--- config.mk ---
export PLATFORM = sky130hd
export DESIGN_NAME = ordered_list_table_top_flat
export DESIGN_NICKNAME = d
export VERILOG_FILES = /design/src/rtl/core/olt_pkg.sv /design/src/rtl/core/olt_if.sv /design/src/rtl/core/ordered_list_table_top.sv /design/src/rtl/core/olt_ram.sv /design/src/flat_wrapper.sv
export SDC_FILE = /design/constraint.sdc
export NUM_CORES = 2
export LEC_CHECK = 0
export ABC_AREA = 0
export BUFFER_PORTS_ARGS = -buffer_cell sky130_fd_sc_hd__buf_2
export CAP_MARGIN = 10
export CORE_MARGIN = 3
export CORE_UTILIZATION = 36
export CTS_BUF_LIST = sky130_fd_sc_hd__clkbuf_8 sky130_fd_sc_hd__clkbuf_16
export DETAILED_ROUTE_END_ITERATION = 7
export GPL_ROUTABILITY_DRIVEN = 0
export RECOVER_POWER = 25
export SLEW_MARGIN = 20
export SYNTH_ARGS = -nofsm -noshare
export SYNTH_HDL_FRONTEND = slang
export SYNTH_HIERARCHICAL = 1
export SYNTH_SLANG_ARGS = --single-unit
--- constraint.sdc ---
create_clock -name clk -period 8.7 [get_ports clk]
set_input_delay 0.87 -clock clk [delete_from_list [all_inputs] [get_ports clk]]
set_output_delay 0.87 -clock clk [all_outputs]
set_load 0.01 [all_outputs]
--- src/rtl/core/olt_pkg.sv ---
`default_nettype none

package olt_pkg;

  localparam int CAPACITY = 16;

  // Field widths of one transaction on either channel.
  localparam int ACTION_W  = 2;
  localparam int POS_W     = 5;
  localparam int KEY_W     = 32;
  localparam int PAYLOAD_W = 64;
  localparam int STATUS_W  = 3;
  localparam int COUNT_W   = 5;

  localparam int ENTRY_W = KEY_W + PAYLOAD_W;
  localparam int IDX_W   = (CAPACITY > 1) ? $clog2(CAPACITY) : 1;
  localparam int CNT_W   = $clog2(CAPACITY + 1);
  localparam int CMP_W   = (CNT_W > POS_W) ? CNT_W : POS_W;

  typedef enum logic [ACTION_W-1:0] {
    ACT_INSERT = 2'd0,
    ACT_REMOVE = 2'd1,
    ACT_LOOKUP = 2'd2
  } action_t;

  typedef enum logic [STATUS_W-1:0] {
    ST_OK       = 3'd0,
    ST_FULL     = 3'd1,
    ST_EMPTY    = 3'd2,
    ST_BADPOS   = 3'd3,
    ST_NOTFOUND = 3'd4
  } status_t;

  typedef enum logic [2:0] {
    S_IDLE,
    S_SHIFT,
    S_FLUSH,
    S_PLACE,
    S_DONE
  } state_t;

endpackage

`default_nettype wire

--- src/rtl/core/olt_if.sv ---
`default_nettype none

interface olt_req_if;
  logic                           valid;
  logic                           ready;
  logic [olt_pkg::ACTION_W-1:0]   action;
  logic [olt_pkg::POS_W-1:0]      position;
  logic [olt_pkg::KEY_W-1:0]      key;
  logic [olt_pkg::PAYLOAD_W-1:0]  payload;

  modport source (output valid, action, position, key, payload, input ready);
  modport sink   (input valid, action, position, key, payload, output ready);
endinterface

interface olt_rsp_if;
  logic                           valid;
  logic                           ready;
  logic [olt_pkg::STATUS_W-1:0]   status;
  logic [olt_pkg::PAYLOAD_W-1:0]  found_payload;
  logic [olt_pkg::COUNT_W-1:0]    entry_count;

  modport source (output valid, status, found_payload, entry_count, input ready);
  modport sink   (input valid, status, found_payload, entry_count, output ready);
endinterface

`default_nettype wire

--- src/rtl/core/ordered_list_table_top.sv ---
// Ordered list table: a bounded list of up to CAPACITY entries, each a 32-bit
// key with a 64-bit payload, kept in one single-port-write RAM.
//
// req channel (valid/ready): one transaction is one action: insert at a
// position, remove at a position, or look up a key. rsp channel: exactly one
// transaction per action with status, found payload and the entry count
// after the action.
//
// One action is handled at a time; req.ready is high only while idle. Insert
// and remove walk the entries that move, one RAM read and write a cycle;
// lookup walks every entry, one compare a cycle. A failed action or one that
// moves nothing goes straight to its final step, an append first places the
// new entry, an insert walks, flushes the last write and places the new entry,
// and a remove or lookup walks, then flushes. After the response is loaded the
// block returns to idle before the next accept.
//
// Reset (rst, synchronous) empties the list; RAM contents are not cleared since
// only entries below the count are ever read. A stalled receiver holds the
// result in the output register; the next action may be accepted meanwhile and
// waits in its final step until the output register is free.

`default_nettype none

module ordered_list_table_top (
  input  wire logic  clk,
  input  wire logic  rst,
  olt_req_if.sink    req,
  olt_rsp_if.source  rsp
);

  localparam int IDX_W = olt_pkg::IDX_W;
  localparam int CNT_W = olt_pkg::CNT_W;
  localparam int CMP_W = olt_pkg::CMP_W;

  olt_pkg::state_t  state, state_next;
  logic [olt_pkg::ACTION_W-1:0]  op, op_next;
  logic [IDX_W-1:0]              pos_q, pos_q_next;
  logic [olt_pkg::KEY_W-1:0]     key_q, key_q_next;
  logic [olt_pkg::PAYLOAD_W-1:0] pay_q, pay_q_next;
  logic [CNT_W-1:0]              len, len_next;
  logic [IDX_W-1:0]              idx, idx_next;
  logic [IDX_W-1:0]              last_idx, last_idx_next;
  logic                          rd_valid, rd_valid_next;
  logic [IDX_W-1:0]              rd_addr, rd_addr_next;
  olt_pkg::status_t              st_q, st_q_next;
  logic [olt_pkg::PAYLOAD_W-1:0] found_q, found_q_next;

  logic                            rsp_valid, rsp_valid_next;
  logic                            rsp_load;
  logic [olt_pkg::STATUS_W-1:0]    rsp_status;
  logic [olt_pkg::PAYLOAD_W-1:0]   rsp_found;
  logic [olt_pkg::COUNT_W-1:0]     rsp_count;

  logic                          ram_we;
  logic [IDX_W-1:0]              ram_waddr;
  logic [olt_pkg::ENTRY_W-1:0]   ram_wdata;
  logic [olt_pkg::ENTRY_W-1:0]   ram_rdata;

  logic [CMP_W-1:0] pos_ext;
  logic [CMP_W-1:0] len_ext;
  logic             accept;
  logic             key_hit;

  olt_ram #(
    .WIDTH (olt_pkg::ENTRY_W),
    .DEPTH (olt_pkg::CAPACITY)
  ) u_ram (
    .clk   (clk),
    .we    (ram_we),
    .waddr (ram_waddr),
    .wdata (ram_wdata),
    .raddr (idx),
    .rdata (ram_rdata)
  );

  assign req.ready = (state == olt_pkg::S_IDLE);
  assign accept    = req.valid && req.ready;
  assign pos_ext   = CMP_W'(req.position);
  assign len_ext   = CMP_W'(len);

  assign key_hit = rd_valid && (op == olt_pkg::ACT_LOOKUP) &&
                   (ram_rdata[olt_pkg::ENTRY_W-1 -: olt_pkg::KEY_W] == key_q);

  // Moved entries are written in the cycle after their read; the new entry
  // goes in after the walk.
  always_comb begin
    ram_we    = 1'b0;
    ram_waddr = pos_q;
    ram_wdata = {key_q, pay_q};
    if (rd_valid && (op != olt_pkg::ACT_LOOKUP)) begin
      ram_we    = 1'b1;
      ram_waddr = (op == olt_pkg::ACT_INSERT) ? rd_addr + IDX_W'(1) : rd_addr - IDX_W'(1);
      ram_wdata = ram_rdata;
    end else if (state == olt_pkg::S_PLACE) begin
      ram_we = 1'b1;
    end
  end

  always_comb begin
    state_next    = state;
    op_next       = op;
    pos_q_next    = pos_q;
    key_q_next    = key_q;
    pay_q_next    = pay_q;
    len_next      = len;
    idx_next      = idx;
    last_idx_next = last_idx;
    rd_valid_next = 1'b0;
    rd_addr_next  = rd_addr;
    st_q_next     = st_q;
    found_q_next  = found_q;
    rsp_load      = 1'b0;

    if (key_hit) begin
      found_q_next = ram_rdata[olt_pkg::PAYLOAD_W-1:0];
      st_q_next    = olt_pkg::ST_OK;
    end

    case (state)
      olt_pkg::S_IDLE: begin
        if (accept) begin
          op_next      = req.action;
          pos_q_next   = IDX_W'(req.position);
          key_q_next   = req.key;
          pay_q_next   = req.payload;
          found_q_next = '0;
          state_next   = olt_pkg::S_DONE;
          case (req.action)
            olt_pkg::ACT_INSERT: begin
              if (len == CNT_W'(olt_pkg::CAPACITY)) begin
                st_q_next = olt_pkg::ST_FULL;
              end else if (pos_ext > len_ext) begin
                st_q_next = olt_pkg::ST_BADPOS;
              end else begin
                st_q_next = olt_pkg::ST_OK;
                len_next  = len + CNT_W'(1);
                if (pos_ext == len_ext) begin
                  state_next = olt_pkg::S_PLACE;
                end else begin
                  idx_next      = IDX_W'(len - CNT_W'(1));
                  last_idx_next = IDX_W'(req.position);
                  state_next    = olt_pkg::S_SHIFT;
                end
              end
            end
            olt_pkg::ACT_REMOVE: begin
              if (len == '0) begin
                st_q_next = olt_pkg::ST_EMPTY;
              end else if (pos_ext >= len_ext) begin
                st_q_next = olt_pkg::ST_BADPOS;
              end else begin
                st_q_next = olt_pkg::ST_OK;
                len_next  = len - CNT_W'(1);
                if (pos_ext != len_ext - CMP_W'(1)) begin
                  idx_next      = IDX_W'(req.position) + IDX_W'(1);
                  last_idx_next = IDX_W'(len - CNT_W'(1));
                  state_next    = olt_pkg::S_SHIFT;
                end
              end
            end
            olt_pkg::ACT_LOOKUP: begin
              if (len == '0) begin
                st_q_next = olt_pkg::ST_EMPTY;
              end else begin
                st_q_next     = olt_pkg::ST_NOTFOUND;
                idx_next      = '0;
                last_idx_next = IDX_W'(len - CNT_W'(1));
                state_next    = olt_pkg::S_SHIFT;
              end
            end
            default: begin
              st_q_next = olt_pkg::ST_BADPOS;
            end
          endcase
        end
      end
      olt_pkg::S_SHIFT: begin
        rd_valid_next = 1'b1;
        rd_addr_next  = idx;
        if (idx == last_idx) begin
          state_next = olt_pkg::S_FLUSH;
        end else if (op == olt_pkg::ACT_INSERT) begin
          idx_next = idx - IDX_W'(1);
        end else begin
          idx_next = idx + IDX_W'(1);
        end
      end
      olt_pkg::S_FLUSH: begin
        state_next = (op == olt_pkg::ACT_INSERT) ? olt_pkg::S_PLACE : olt_pkg::S_DONE;
      end
      olt_pkg::S_PLACE: begin
        state_next = olt_pkg::S_DONE;
      end
      olt_pkg::S_DONE: begin
        // hold until the output register is free
        if (!rsp_valid || rsp.ready) begin
          rsp_load   = 1'b1;
          state_next = olt_pkg::S_IDLE;
        end
      end
      default: begin
        state_next = olt_pkg::S_IDLE;
      end
    endcase

    rsp_valid_next = (rsp_valid && !rsp.ready) || rsp_load;
  end

  always_ff @(posedge clk) begin
    if (rst) begin
      state     <= olt_pkg::S_IDLE;
      len       <= '0;
      rd_valid  <= 1'b0;
      rsp_valid <= 1'b0;
    end else begin
      state     <= state_next;
      len       <= len_next;
      rd_valid  <= rd_valid_next;
      rsp_valid <= rsp_valid_next;
    end
  end

  always_ff @(posedge clk) begin
    op       <= op_next;
    pos_q    <= pos_q_next;
    key_q    <= key_q_next;
    pay_q    <= pay_q_next;
    idx      <= idx_next;
    last_idx <= last_idx_next;
    rd_addr  <= rd_addr_next;
    st_q     <= st_q_next;
    found_q  <= found_q_next;
    if (rsp_load) begin
      rsp_status <= st_q;
      rsp_found  <= found_q;
      rsp_count  <= olt_pkg::COUNT_W'(len);
    end
  end

  assign rsp.valid         = rsp_valid;
  assign rsp.status        = rsp_status;
  assign rsp.found_payload = rsp_found;
  assign rsp.entry_count   = rsp_count;

endmodule

`default_nettype wire

--- src/rtl/core/olt_ram.sv ---
`default_nettype none

module olt_ram #(
  parameter int WIDTH = 8,
  parameter int DEPTH = 16
) (
  input  wire logic                                      clk,
  input  wire logic                                      we,
  input  wire logic [((DEPTH > 1) ? $clog2(DEPTH) : 1)-1:0] waddr,
  input  wire logic [WIDTH-1:0]                          wdata,
  input  wire logic [((DEPTH > 1) ? $clog2(DEPTH) : 1)-1:0] raddr,
  output logic      [WIDTH-1:0]                          rdata
);

  logic [WIDTH-1:0] mem [DEPTH];

  always_ff @(posedge clk) begin
    if (we) begin
      mem[waddr] <= wdata;
    end
    rdata <= mem[raddr];
  end

endmodule

`default_nettype wire

--- src/flat_wrapper.sv ---
// flat-port wrapper written by rule: the top's interface ports become plain ports
module ordered_list_table_top_flat 
  (clk, rst, req_valid, req_action, req_position, req_key, req_payload, req_ready, rsp_valid, rsp_status, rsp_found_payload, rsp_entry_count, rsp_ready);
  olt_req_if req_i ();
  olt_rsp_if rsp_i ();
  input  wire logic clk;
  input  wire logic rst;
  input wire logic [$bits(req_i.valid)-1:0] req_valid;
  input wire logic [$bits(req_i.action)-1:0] req_action;
  input wire logic [$bits(req_i.position)-1:0] req_position;
  input wire logic [$bits(req_i.key)-1:0] req_key;
  input wire logic [$bits(req_i.payload)-1:0] req_payload;
  output wire logic [$bits(req_i.ready)-1:0] req_ready;
  output wire logic [$bits(rsp_i.valid)-1:0] rsp_valid;
  output wire logic [$bits(rsp_i.status)-1:0] rsp_status;
  output wire logic [$bits(rsp_i.found_payload)-1:0] rsp_found_payload;
  output wire logic [$bits(rsp_i.entry_count)-1:0] rsp_entry_count;
  input wire logic [$bits(rsp_i.ready)-1:0] rsp_ready;
  assign req_i.valid = req_valid;
  assign req_i.action = req_action;
  assign req_i.position = req_position;
  assign req_i.key = req_key;
  assign req_i.payload = req_payload;
  assign req_ready = req_i.ready;
  assign rsp_valid = rsp_i.valid;
  assign rsp_status = rsp_i.status;
  assign rsp_found_payload = rsp_i.found_payload;
  assign rsp_entry_count = rsp_i.entry_count;
  assign rsp_i.ready = rsp_ready;
  ordered_list_table_top u_core (.clk(clk), .rst(rst), .req(req_i), .rsp(rsp_i));
endmodule
# After elaboration in Yosys (flattened, before gate mapping)
# Memories as Yosys holds them, arrays and structs flattened. A register that Yosys moved wholly into a read port is not among the register bits.
# Cells that the tools add are included.
dict set report classes {
  n_eq_ne 32
  n_addsub 7
  mux 60
  reduce_logical 21
  order_cmp 2
}
# op count
set op_table {}
lappend op_table {{$mux 64} 3}
lappend op_table {{$mux 96} 1}
lappend op_table {{$mux 4} 19}
lappend op_table {{$mux 3} 16}
lappend op_table {{$eq 32x32->1} 1}
lappend op_table {{$pmux 4 s3} 2}
lappend op_table {{$ne 3x3->1 const B} 7}
lappend op_table {{$mux 5} 4}
lappend op_table {{$ne 2x2->1 const B} 9}
lappend op_table {{$pmux 3 s3} 2}
lappend op_table {{$pmux 3 s5} 1}
lappend op_table {{$add 4x1->4 const B} 3}
lappend op_table {{$reduce_and 11->1} 1}
lappend op_table {{$pmux 5 s2} 1}
lappend op_table {{$reduce_and 10->1} 1}
lappend op_table {{$pmux 4 s2} 1}
lappend op_table {{$sub 4x1->4 const B} 2}
lappend op_table {{$mux 1} 7}
lappend op_table {{$reduce_and 7->1} 1}
lappend op_table {{$eq 3x2->1 const B} 2}
lappend op_table {{$mux 2} 3}
lappend op_table {{$ne 2x1->1 const B} 3}
lappend op_table {{$add 5x1->5 const B} 1}
lappend op_table {{$eq 5x5->1} 1}
lappend op_table {{other kinds (21)} 30}
dict set report word_totals {
  output_inout_bits 74
  memories 1
  input_bits 107
  reg_bits 263
  elab_cells 139
  ram_bits 1536
}
# memory words word_bits read_ports rd_ports_with_merged_regs write_ports line_no
set mem_list {}
lappend mem_list {u_core.u_ram.mem 16 96 1 1 1 olt_ram.sv:15} ;# logic [WIDTH-1:0] mem [DEPTH];

# Longest topological paths before layout
dict set report depth {
  ltp_word 8
  depth_mapped 9
  ltp_nobuf 9
}

# By module
# Netlist, hierarchy kept.
# module seq_area_each_um2 area_per_inst_um2 n_inst cells_each
set by_module_without_submodules {}
lappend by_module_without_submodules {olt_ram 48046.1 59355.7 1 2460}
lappend by_module_without_submodules {ordered_list_table_top 7126.8 10971.8 1 766}

# Worst setup path after synthesis
# No wires, ideal clock.
dict set report synth_path {
  kind {reg2reg}
  startpoint {reg u_core/op[1] (netlist bit)}
  endpoint {mem u_core/u_ram/mem[0][0] (netlist bit) (enable)}
  n_path_buf 0
  path_stages_with_launch 10
  slack_ns -0.682
  arrival_time_ns 8.714
  required_time_ns 8.032
  period_less_slack_ns 9.382
  setup_time_ns 0.668
  cell_sequence {edfxtp_1 -> nor2_1 -> inv_1 -> ha_1 -> a21o_1 -> a21oi_1 -> xnor2_1 -> o21ai_0 -> or3b_2 -> nor3_1}
}
dict set report synth_between {
  elab_cells_between_ends 8
  classes_between {eq/ne (1); mux (5); reduce/logical (2)}
}
# item line_no
set synth_lines {}
lappend synth_lines {{from (decl)} ordered_list_table_top.sv:36} ;# logic [olt_pkg::ACTION_W-1:0] op, op_next;
lappend synth_lines {{from (signal assigned)} ordered_list_table_top.sv:224} ;# op <= op_next;
lappend synth_lines {{$logic_not 2->1 / $ne 2x2->1 (equally long branches)} {ordered_list_table_top.sv:92, ordered_list_table_top.sv:90}}
lappend synth_lines {{$mux 4 / $logic_and 1x1->1 (equally long branches)} {ordered_list_table_top.sv:92, ordered_list_table_top.sv:90}}
lappend synth_lines {{$mux 4 *} ordered_list_table_top.sv:90} ;# if (rd_valid && (op != olt_pkg::ACT_LOOKUP)) begin
lappend synth_lines {{net u_core.ram_waddr[3]} ordered_list_table_top.sv:55} ;# logic [IDX_W-1:0] ram_waddr;
lappend synth_lines {{to (decl)} olt_ram.sv:15}
# Mark *: on every way through the listed nets, which the timed path passes. The rest lies on a longest branch.

==> run summary <==
Initial antenna violation count: 7
Register area share after synthesis: 0.785
Internal Power: 15.3 mW
Setup TNS: 0 ps
Period Utilization, post-route: 0.722
Total congestion overflow: 0
Post-Syn Instances: 3226
Nets: 3625
Logic pwr share: 0.049
Leakage: 25.7 nW
Ys async rst share: 0
Initial DRT Pass Iterations: 5
Worst-skew pair later-pin latency: 830 ps
Max Clock Freq: 159 MHz
Worst path required time: 9350 ps
MaxCap Viol Count: 8
Switching share of power: 0.213
Setup slack, reg-to-reg: 2420 ps
Dominant cell type by area after synthesis: edfxtp_1
I/O Buffers: 180
VDD IR max: 0.000219 V
Dominant synthesized flop cell: edfxtp_1
Pin count of the biggest net entering global routing: 139
CP arrival: 6930 ps
Worst-Margin Slew: 4410 ps
Commonest non-fill, non-tap cells in the layout: edfxtp_1, mux4_2, clkbuf_16
Total number of vias: 32600
Fraction of layout cells with a size suffix above 1: 0.249
DP Wirelength: 84600 um
Status: complete, but fails checks
Initial Util: 0.364
Die Span X: 448 um
Number of fill cells: 16800
Syn_nets: 3351
Most common cell after layout, fill and taps aside: edfxtp_1
Remaining DRCs: 0
H-tree depth: 4
Vias in the first global route: 33800
Hold-fix buffers, CTS: 0
Worst-path maximum fanout: 138
Failing checks: capacitance limit, slew limit
First-pass GRT wire length: 235000 um
Flop pwr share: 0.527
Mean post-synth cell area: 21.8 um2
EDFF count, synth: 1722
FF+latch count, synth: 1895
Die height: 448 um
Drt wl/cell: 26.0 um
Total GRT Usage: 0.160
Fin. Hold Viols: 0
Crit path kind: register to register
Clock Skews: 56.7 ps
Clock slew at reported path FFs: 60 ps
Vias per cell: 5.26
Maximum root-to-sink buffer count: 3
Crit path launch type: register
Worst hold path class: primary input to register
CTS tree: yes
DRT antenna net count: 0
Power per cell area: 240 nW/um2
Final Setup Violations: 0
CTS Root Cell: clkbuf_16
Die ar.: 201000 um2
Post-layout util: 0.417
Clock sink count: 1895
Starting DRC count in detailed routing: 3250
CTS Buf Count: 192
Top cells by area, synth: edfxtp_1, mux4_2, dfxtp_1
Clk pwr share: 0.424
Yosys synthesis warning count: 6
Tmin final: 6280 ps
Area growth syn-to-layout: 14.7%
Post-Synthesis Cell Area: 70300 um2
Setup Fix Bufs, Post-CTS: 0
Site Rows: 161
Final WL: 161000 um
Post-synth top area share: 0.735
Psw: 4.13 mW
Crit path capture type: register
Max-slew violations: 467
Worst slew margin: -1.94
Cts repair resizes: 0
CORE AREA: 193000 um2
Top Ports: 181
RSZ-0062 raised after global routing: false
Synth unique cells: 62
-- Yosys cell counts, types with 15 or more instances --
library cell,count
mux4_2,384
buf_2,22
a21oi_1,22
buf_1,35
xor2_1,37
mux2i_1,67
nand2_1,114
edfxtp_1,1722
clkbuf_1,64
buf_6,21
ha_1,16
mux2_2,98
a22oi_1,192
nor2_1,91
buf_4,22
o21ai_0,15
dfxtp_1,173
-- per-layer routing --
layer / track usage / routed length (um) / part of all wire / up-vias
met5: 0 / 0 / 0 / -
met1: 0.225 / 70900 / 0.44 / 17500
li1: - / - / - / 13900
met2: 0.260 / 78200 / 0.49 / 930
met4: 0.0401 / 2900 / 0.018 / 0
met3: 0.0269 / 8740 / 0.054 / 202
-- cells by family (layout without fill, tap and decap cells) --
group	count (synthesis)	in the layout	synth area share
DFF	1895	1895	0.785
muxes	550	550	0.148
and+or+nand+nor	275	275	0.0174
AOI/OAI and AO/OA	259	259	0.0267
buffers and inverters	180	619	0.0134
xor gates and xnor gates	49	49	0.00610
adders and majority gates	18	18	0.00342
other	0	4	0
-- power groups by stage --
stage / clock network [mW] / registers [mW] / logic, mW
floorplan: 0 / 10.4 / 0.628
global placement: 0 / 10.4 / 0.939
detailed placement: 0 / 10.4 / 0.953
CTS: 8.44 / 10.2 / 0.956
global route: 8.83 / 10.2 / 1.03
finish: 8.22 / 10.2 / 0.944
-- critical path: stages, from the launching register on --
cell and delay (ps):
edfxtp_1 360, clkbuf_2 2920, clkbuf_2 1700, mux4_2 460, a22oi_1 230, nand2_1 200
-- registers in the layout, summed over array words and instances, names as in the netlist, 4 cells and up --
register / count
u_core/pos_q: 4
u_core/rd_addr: 4
u_core/pay_q: 64
u_core/last_idx: 4
u_core/rsp.found_payload: 64
u_core/key_q: 32
u_core/len: 5
u_core/idx: 4
u_core/u_ram/mem: 1536
u_core/found_q: 64
u_core/rsp.entry_count: 5
u_core/u_ram/rdata: 96
-- path summary, 6_finish.rpt --
path / cells after the start / startpoint / endpoint
worst min-delay path: 1 / req_key[7] / u_core/key_q[7]
worst max register to register: 5 / u_core/idx[1] / u_core/u_ram/rdata[10]
worst min register to register: 0 / u_core/found_q[22] / u_core/rsp.found_payload[22]
worst max-delay path: 5 / u_core/idx[1] / u_core/u_ram/rdata[10]
-- layout make-up --
cell class              count  area (um2)  share of cell area
clock inverters           144        1280              0.0159
diodes                      4        10.0            0.000124
repair buffers            244        1430              0.0177
inverters                  16        61.3            0.000760
multi-input cells        1151       14400               0.178
clock buffers             215        5150              0.0639
well taps                2526        3160              0.0392
flip-flops and latches   1895       55200               0.684
-- per-stage QoR --
| step | area, um2 | total power [mW] | hold slack (ps) | cells | worst slack (ps) |
|---|---|---|---|---|---|
| 3_5_place_dp | 74300 | 11.4 | 415 | 5829 | 3580 |
| 5_1_grt | 80600 | 20.1 | 162 | 6191 | 1990 |
| 3_3_place_gp | 74300 | 11.4 | 417 | 5828 | 3650 |
| 6_report | 80700 | 19.4 | 221 | 6195 | 2420 |
| 2_1_floorplan | 70300 | 11.0 | 403 | 3226 | 1910 |
| 4_1_cts | 80800 | 19.6 | 138 | 6188 | 3540 |
Note: power is estimated with default switching activity, not from simulation.
